<file path="src/sv/dlrr_pkg.sv">
// shared constants and types for the dual generator range random block
package dlrr_pkg;

   localparam int unsigned DATA_WIDTH = 32;
   localparam int unsigned HALF_WIDTH = DATA_WIDTH / 2;
   localparam int unsigned STEP_COUNT_WIDTH = $clog2(DATA_WIDTH);

   localparam logic [DATA_WIDTH-1:0] LCG_FACTOR = 32'd1103515821;
   localparam logic [DATA_WIDTH-1:0] LCG_ADDEND = 32'd12345;
   localparam logic [DATA_WIDTH-1:0] LOW_SOURCE_RESET = 32'h0000_0000;
   localparam logic [DATA_WIDTH-1:0] HIGH_SOURCE_RESET = 32'h0013_CC25;

   typedef enum logic [1:0] {
      ST_IDLE,
      ST_DRAW,
      ST_DIVIDE,
      ST_FINISH
   } dlrr_state_type;

endpackage

</file>
<file path="src/sv/dlrr_rem.sv">
// bit-serial restoring remainder unit, one dividend bit per cycle
module dlrr_rem (
   input  logic                              clock,
   input  logic                              reset,
   input  logic                              start,
   input  logic [dlrr_pkg::DATA_WIDTH-1:0]   dividend,
   input  logic [dlrr_pkg::DATA_WIDTH-1:0]   divisor,
   output logic                              done,
   output logic [dlrr_pkg::DATA_WIDTH-1:0]   remainder
);
   import dlrr_pkg::*;

   logic                        run_ff, run_in;
   logic                        done_ff, done_in;
   logic [STEP_COUNT_WIDTH-1:0] count_ff, count_in;
   logic [DATA_WIDTH-1:0]       shift_ff, shift_in;
   logic [DATA_WIDTH-1:0]       rem_ff, rem_in;
   logic [DATA_WIDTH-1:0]       div_ff, div_in;
   logic [DATA_WIDTH:0]         trial;
   logic [DATA_WIDTH:0]         diff;

   assign trial = {rem_ff, shift_ff[DATA_WIDTH-1]};
   assign diff  = trial - {1'b0, div_ff};

   always_comb begin
      run_in   = run_ff;
      done_in  = 1'b0;
      count_in = count_ff;
      shift_in = shift_ff;
      rem_in   = rem_ff;
      div_in   = div_ff;
      if (start) begin
         run_in   = 1'b1;
         count_in = '0;
         shift_in = dividend;
         rem_in   = '0;
         div_in   = divisor;
      end else if (run_ff) begin
         shift_in = {shift_ff[DATA_WIDTH-2:0], 1'b0};
         rem_in   = diff[DATA_WIDTH] ? trial[DATA_WIDTH-1:0] : diff[DATA_WIDTH-1:0];
         count_in = count_ff + 1'b1;
         if (count_ff == STEP_COUNT_WIDTH'(DATA_WIDTH - 1)) begin
            run_in  = 1'b0;
            done_in = 1'b1;
         end
      end
   end

   always_ff @(posedge clock) begin
      if (reset) begin
         run_ff  <= 1'b0;
         done_ff <= 1'b0;
      end else begin
         run_ff  <= run_in;
         done_ff <= done_in;
      end
      count_ff <= count_in;
      shift_ff <= shift_in;
      rem_ff   <= rem_in;
      div_ff   <= div_in;
   end

   assign done      = done_ff;
   assign remainder = rem_ff;

endmodule

</file>
<file path="src/sv/dual_lcg_range_random_core.sv">
// top level of the dual generator range random block
//
// Request channel (req_valid/req_ready) carries two signed 32-bit bounds in
// either order; the response channel (rsp_valid/rsp_ready) returns one signed
// 32-bit value per request transaction.
// Equal bounds: the accepted request goes straight to the finish state, which
// loads the output register once it is free; the generators keep their state.
// Unequal bounds: the draw state advances both generators and loads a bit-serial
// remainder unit, which works through the dividend bit by bit; the divide state
// adds the lower bound plus one to the remainder and the finish state loads the
// output register. No new request is taken until the core is back in idle, so
// the remainder unit sets the throughput.
// A finished result sits in the output register; the next request can be
// accepted while it waits. When the receiver stalls and a second result is
// ready, the core holds it and takes no new request until the output
// register drains.
// Synchronous reset returns the generators to their seed values, clears the
// output valid flag and leaves the core ready for a request.
module dual_lcg_range_random_core (
   input  logic                             clock,
   input  logic                             reset,
   input  logic                             req_valid,
   output logic                             req_ready,
   input  logic signed [dlrr_pkg::DATA_WIDTH-1:0] req_bound_first,
   input  logic signed [dlrr_pkg::DATA_WIDTH-1:0] req_bound_second,
   output logic                             rsp_valid,
   input  logic                             rsp_ready,
   output logic signed [dlrr_pkg::DATA_WIDTH-1:0] rsp_random_value
);
   import dlrr_pkg::*;

   dlrr_state_type          state_ff, state_in;
   logic [DATA_WIDTH-1:0]   gen_lo_ff, gen_lo_in;
   logic [DATA_WIDTH-1:0]   gen_hi_ff, gen_hi_in;
   logic [DATA_WIDTH-1:0]   low_ff, low_in;
   logic [DATA_WIDTH-1:0]   span_ff, span_in;
   logic                    rsp_valid_ff, rsp_valid_in;
   logic [DATA_WIDTH-1:0]   rsp_value_ff, rsp_value_in;
   logic [DATA_WIDTH-1:0]   gen_lo_next;
   logic [DATA_WIDTH-1:0]   gen_hi_next;
   logic [DATA_WIDTH-1:0]   word;
   logic [DATA_WIDTH-1:0]   remainder;
   logic                    accept;
   logic                    out_free;
   logic                    div_start;
   logic                    div_done;

   assign gen_lo_next = DATA_WIDTH'(gen_lo_ff * LCG_FACTOR) + LCG_ADDEND;
   assign gen_hi_next = DATA_WIDTH'(gen_hi_ff * LCG_FACTOR) + LCG_ADDEND;
   assign word        = {gen_hi_next[HALF_WIDTH-1:0], gen_lo_next[DATA_WIDTH-1:HALF_WIDTH]};

   assign req_ready = (state_ff == ST_IDLE);
   assign accept    = req_valid && req_ready;
   assign out_free  = !rsp_valid_ff || rsp_ready;

   dlrr_rem u_rem (
      .clock     (clock),
      .reset     (reset),
      .start     (div_start),
      .dividend  (word),
      .divisor   (span_ff),
      .done      (div_done),
      .remainder (remainder)
   );

   always_comb begin
      state_in     = state_ff;
      gen_lo_in    = gen_lo_ff;
      gen_hi_in    = gen_hi_ff;
      low_in       = low_ff;
      span_in      = span_ff;
      rsp_valid_in = rsp_valid_ff && !rsp_ready;
      rsp_value_in = rsp_value_ff;
      div_start    = 1'b0;
      unique case (state_ff)
         ST_IDLE: begin
            if (accept) begin
               if (req_bound_first > req_bound_second) begin
                  low_in  = req_bound_second;
                  span_in = req_bound_first - req_bound_second;
               end else begin
                  low_in  = req_bound_first;
                  span_in = req_bound_second - req_bound_first;
               end
               state_in = (req_bound_first == req_bound_second) ? ST_FINISH : ST_DRAW;
            end
         end
         ST_DRAW: begin
            gen_lo_in = gen_lo_next;
            gen_hi_in = gen_hi_next;
            div_start = 1'b1;
            state_in  = ST_DIVIDE;
         end
         ST_DIVIDE: begin
            if (div_done) begin
               state_in = ST_FINISH;
               low_in   = low_ff + remainder + 1'b1;
            end
         end
         ST_FINISH: begin
            if (out_free) begin
               rsp_valid_in = 1'b1;
               rsp_value_in = low_ff;
               state_in     = ST_IDLE;
            end
         end
         default: state_in = ST_IDLE;
      endcase
   end

   always_ff @(posedge clock) begin
      if (reset) begin
         state_ff     <= ST_IDLE;
         gen_lo_ff    <= LOW_SOURCE_RESET;
         gen_hi_ff    <= HIGH_SOURCE_RESET;
         rsp_valid_ff <= 1'b0;
      end else begin
         state_ff     <= state_in;
         gen_lo_ff    <= gen_lo_in;
         gen_hi_ff    <= gen_hi_in;
         rsp_valid_ff <= rsp_valid_in;
      end
      low_ff       <= low_in;
      span_ff      <= span_in;
      rsp_value_ff <= rsp_value_in;
   end

   assign rsp_valid        = rsp_valid_ff;
   assign rsp_random_value = rsp_value_ff;

endmodule

</file>
<file path="config.mk">
export PLATFORM = sky130hd
export DESIGN_NAME = dual_lcg_range_random_core
export DESIGN_NICKNAME = d
export VERILOG_FILES = /design/src/sv/dlrr_pkg.sv /design/src/sv/dlrr_rem.sv /design/src/sv/dual_lcg_range_random_core.sv
export SDC_FILE = /design/constraint.sdc
export NUM_CORES = 1
export LEC_CHECK = 0
export BUFFER_PORTS_ARGS = -buffer_cell sky130_fd_sc_hd__buf_4
export CORE_MARGIN = 1.5
export CORE_UTILIZATION = 50
export DETAILED_ROUTE_END_ITERATION = 16
export PLACE_DENSITY = 0.77
export SLEW_MARGIN = 10
export SYNTH_ARGS = -nofsm -noshare
export SYNTH_HDL_FRONTEND = slang
export SYNTH_SLANG_ARGS = --single-unit
export TNS_END_PERCENT = 5
</file>
<file path="constraint.sdc">
create_clock -name clock -period 14.6 [get_ports clock]
set_clock_uncertainty 0.05 [all_clocks]
set_input_delay 0.73 -clock clock [delete_from_list [all_inputs] [get_ports clock]]
set_output_delay 0.73 -clock clock [all_outputs]
set_load 0.01 [all_outputs]
</file>
# After elaboration in Yosys (flattened, before gate mapping)
# Cells that the tools add are included.
dict set report word_totals {
  register_bits 266
  latchBits 0
  mem_bits_rw 0
  rom_bits 0
  inputBits 68
  out_inout_bits 34
  mem_count 0
}
dict set report classes {
  n_addsub 8
  n_mul 2
  div 0
  order_cmp 1
  n_eq_ne 8
  n_shift 0
  n_mux 20
  bitwise 1
  n_reduce_logical 13
}
# op n
set ops {}
lappend ops {{$mux W32} 7}
lappend ops {{$add A32 B14 Y32 const B} 2}
lappend ops {{$mul A32 B31 Y32 const B} 2}
lappend ops {{$pmux W32 S2} 1}
lappend ops {{$sub A32 B32 Y32} 2}
lappend ops {{$sub A33 B32 Y33} 1}
lappend ops {{$add A32 B1 Y32 const B} 1}
lappend ops {{$add A32 B32 Y32} 1}
lappend ops {{$eq A32 B32 Y1} 1}
lappend ops {{$gt A32 B32 Y1} 1}
lappend ops {{$mux W2} 4}
lappend ops {{$pmux W2 S4} 1}
lappend ops {{$mux W1} 7}
lappend ops {{$reduce_and A3 Y1} 2}
lappend ops {{$add A5 B1 Y5 const B} 1}
lappend ops {{$eq A5 B5 Y1 const B} 1}
lappend ops {{$eq A2 B2 Y1 const B} 2}
lappend ops {{$ne A2 B1 Y1 const B} 2}
lappend ops {{$reduce_and A2 Y1} 2}
lappend ops {{$reduce_bool A2 Y1} 2}
lappend ops {{$reduce_or A3 Y1} 1}
lappend ops {{$eq A2 B1 Y1 const B} 1}
lappend ops {{$logic_and A1 B1 Y1} 2}
lappend ops {{$logic_not A1 Y1} 2}
lappend ops {{4 further kinds} 4}

# Longest topological paths before layout
dict set report depth {
  ltp_word 4
  depth_mapped 27
}

# Hierarchy
# A second synthesis with hierarchy kept.
dict set report unflattened {
  hier_cells 2984
  hier_area_um2 27580.2
}
# mod n_inst cells_each area_per_inst_um2
set by_module_without_submodules {}
lappend by_module_without_submodules {dual_lcg_range_random_core 1 2404 21725.8}
lappend by_module_without_submodules {dlrr_rem 1 580 5854.4}

# Worst setup path before layout
# Ideal clock, no wire load.
dict set report synth_timing {
  path_type {register -> register}
  start {register gen_lo_ff[14]}
  end {register u_rem.shift_ff[15] (data pin)}
  setup_time_ps 260
  arrival_ps 6410
  path_slack_ps 7880
  path_stages_with_launch 27
  cell_sequence {dfxtp_1 > ha_1 > inv_1 > fa_1 > inv_1 > ha_1 > inv_1 > fa_1 > inv_1 > fa_1 > inv_1 > fa_1 > inv_1 > fa_1 > inv_1 > fa_1 > inv_1 > ha_1 > clkbuf_1 > and3_1 > and2_1 > a221oi_1 > o21ai_0 > a2111oi_0 > o41a_1 > xnor2_1 > mux2_2}
}
dict set report synth_between {
  elab_chain_cells 3
}
# item line_no
set synth_lines {}
lappend synth_lines {{start: declaration} dual_lcg_range_random_core.sv:33} ;# logic [DATA_WIDTH-1:0] gen_lo_ff, gen_lo_in;
lappend synth_lines {{start signal: assignment} dual_lcg_range_random_core.sv:119} ;# gen_lo_ff <= gen_lo_in;
lappend synth_lines {{$mul A32 B31 Y32} dual_lcg_range_random_core.sv:48} ;# assign gen_lo_next = DATA_WIDTH'(gen_lo_ff * LCG_FACTOR) + LCG_ADDEND;
lappend synth_lines {{$add A32 B14 Y32} dual_lcg_range_random_core.sv:48}
lappend synth_lines {{$mux W32} dlrr_rem.sv:32} ;# if (start) begin
lappend synth_lines {{net u_rem.shift_in[15]} dlrr_rem.sv:16} ;# logic [DATA_WIDTH-1:0] shift_ff, shift_in;
lappend synth_lines {{end signal: assignment} dlrr_rem.sv:58} ;# shift_ff <= shift_in;
lappend synth_lines {{end: declaration} dlrr_rem.sv:16}
# The timed path passes the listed nets, and every way through them passes these cells.
# A chain may end at the register's enable or synchronous reset.

# Final worst setup path
# Ends and elaborated chain as after synthesis.

==> results.md <==
* Worst EP arrival at ~7.7 ns
* DR vias at between 20000 and 25000
* Crit Path Max Fanout at 8
* GPL Wtd Cong at roughly 0.96
* Met1 usage at 0.346
* Wire per inst at about 18 um
* Share of async-settable or async-resettable flops after synthesis at 0
* Root Driver: clkbuf_16
* CTS clk-pin slew, worst paths at approximately 0.070 ns
* Avg Vias per Cell at roughly 5.6
* Top_reg_cell synth: edfxtp_1
* Drt drc at 0
* CTS tree: built
* Port bufs at between 100 and 150
* Initial core utilization at 0.505
* CP Launch Type: flop
* Final HPWL DP at around 54000 um
* Starting DRT DRC Count at approximately 1800
* Grt met2 use at 0.375
* Req. time, crit path at 14.88 ns
* Hold Buf Count CTS at 0
* Post-CTS sizing at 0
* Seq/Total Area, Yosys at 0.244
* Mapped Area at around 0.027 mm2
* Met3 GRT Util at 0.0295
* Post-Layout Cell Count at 3780
* Slew @ Worst Pin at 1.21 ns
* Die ar. at between 0.05 and 0.06 mm2
* Hold Worst Slack at about 0.36 ns
* Chip height at between 200 and 250 um
* Setup WS pre-CTS at around 7.3 ns
* Setup Buffers After CTS at 0
* First-pass GRT wire length at roughly 110000 um
* Routed WL at roughly 67000 um
* Chip width at 236 um
* Setup_tns at 0 ns
* Tmin final at about 7.4 ns
* Fin crit share at 0.505
* Max cap viols at 0
* Largest net degree at the start of global routing at 80
* Final Max Slew Viols at 0
* R2r setup slk at 7.22 ns
* All-layer global routing usage at 0.240
* Slew headroom at 0.193
* Cell Rows at between 80 and 90
* Dpl cells at 3728
* Final net count at 3742
* Gr busiest metal: met2
* Syn Nets at about 3700
* GRT overflow at 0
* #FFs+latches synth at 250
* Clock sink count at 250
* Final ANT Viol Nets at 0
* Ant diodes at 0
* Min-delay worst type: flop to flop
* Antenna violations before repair at 1
* Syn avg cell area at between 9 and 10 um2
* Netlist cell types at 82
* First-pass iteration count of the detailed router at 5
* Clock Path Buffers at 3
* Share of post-route cells with drive strength above 1 at 0.0674
* RSZ-0062 raised after global routing: no
* Final setup vio count at 0
* Critical path class: flop to flop
* Fmax at approximately 140 MHz
* CTS Buf Count at 28
* Final Hold Vio Count at 0
* Yosys warnings at 0
* H-tree levels at 1
* Nature of the critical path endpoint: flop
* Core ar. at between 0.05 and 0.06 mm2
* Number of flops mapped to enable cells by yosys at 160
* Vias in the first global route at 20694
* Top-level port count at between 100 and 150
* Status: completed
* Syn-to-layout area delta at 8.55%
* Clock latency on the worst-skew pair at 0.57 ns
* Mapped Cells at between 3000 and 4000
* Fin worst setup slack at 7.22 ns
-- layout by cell type (no fill, tap or decap), drive strengths merged, types with 90 or more instances in the layout --
| master | netlist | routed |
|---|---|---|
| nand2 | 184 | 184 |
| dfxtp | 90 | 90 |
| o21ai | 170 | 170 |
| inv | 623 | 628 |
| ha | 425 | 425 |
| buf | 19 | 114 |
| a21oi | 194 | 194 |
| nor2 | 155 | 155 |
| xnor2 | 128 | 128 |
| edfxtp | 160 | 160 |
| fa | 187 | 187 |
-- cells by family after synthesis --
kind of cell,share of synthesized area
fa+ha+maj,0.334
buf+inv,0.102
compound gates,0.161
flops,0.244
xor+xnor,0.0539
simple gates,0.0952
mux,0.00978
-- Yosys cell counts (16+ instances only) --
master      n  area share
o21bai_1   24      0.0066
nor2_1    155       0.021
mux2i_1    22      0.0081
inv_1     623       0.086
ha_1      425        0.20
xnor2_1   128       0.041
dfxtp_1    90       0.066
a21o_1     61       0.017
o21a_1     24      0.0066
o31ai_1    16      0.0044
edfxtp_1  160        0.18
and3_1     16      0.0037
nor3_1     38      0.0070
nor2b_1    18      0.0042
xor2_1     39       0.013
a211oi_1   27      0.0075
nand2b_1   16      0.0037
o211ai_1   21      0.0058
a31oi_1    23      0.0053
a311oi_1   23      0.0074
nand3_1    46      0.0085
o21ai_0   162       0.030
clkbuf_1   66      0.0091
nand2_1   184       0.025
a21oi_1   194       0.036
nand4_1    21      0.0048
fa_1      187        0.14
-- final timing paths --
kind,cells past startpoint,startpoint,endpoint
max,25,gen_lo_ff[14]$_SDFFE_PP0P_,u_rem.shift_ff[15]$_DFFE_PP_
max reg2reg,25,gen_lo_ff[14]$_SDFFE_PP0P_,u_rem.shift_ff[15]$_DFFE_PP_
min reg2reg,0,span_ff[5]$_DFFE_PP_,u_rem.div_ff[5]$_DFFE_PP_
min,0,span_ff[5]$_DFFE_PP_,u_rem.div_ff[5]$_DFFE_PP_
-- per-stage QoR --
| step | utilization | area, um2 |
|---|---|---|
| 2_1_floorplan | - | 27100 |
| 3_3_place_gp | 0.530 | 28500 |
| 3_5_place_dp | 0.530 | 28500 |
| 4_1_cts | 0.548 | 29400 |
| 5_1_grt | 0.548 | 29400 |
| 6_report | 0.548 | 29400 |
-- sequential cells by signal, indices dropped and copies added (netlist names) --
| name | cells |
|---|---|
| u_rem.run_ff | 1 |
| rsp_valid | 1 |
| u_rem.remainder | 32 |
| u_rem.shift_ff | 32 |
| u_rem.div_ff | 32 |
| u_rem.done | 1 |
| low_ff | 32 |
| rsp_random_value | 32 |
| gen_hi_ff | 16 |
| gen_lo_ff | 32 |
| state_ff | 2 |
| u_rem.count_ff | 5 |
| span_ff | 32 |
-- cell type report --
class                      count  area, um2
clock buffer                  30        739
tap                          696        871
multi-input combinational   2045      17800
clock inverter                22        229
sequential                   250       6610
fill                        4701      24300
timing repair buffer         114        856
inverter                     623       2340
-- worst max-delay path: stages, from the launching register on --
cell and delay [ns]:
dfxtp_1 0.54, ha_1 0.24, inv_1 0.07, fa_1 0.50
inv_1 0.04, ha_1 0.27, inv_1 0.05, fa_1 0.53
inv_1 0.05, fa_1 0.51, inv_1 0.06, fa_1 0.53
inv_1 0.05, fa_1 0.47, inv_1 0.05, fa_1 0.47
inv_1 0.04, ha_1 0.38, and3_1 0.21, and2_1 0.16
a221oi_1 0.26, o21ai_0 0.30, a2111oi_0 0.63, o41a_1 0.28
xnor2_1 0.10, mux2_2 0.28
-- per-layer routing --
layer / vias up / share of wire
met5: - / 0
li1: 10278 / -
met3: 113 / 0.077
met2: 769 / 0.44
met1: 10138 / 0.45
met4: 0 / 0.030
Power is left out: the tool's default activity adds up to more than one toggle a clock period on the data nets, which glitch-free logic cannot reach.
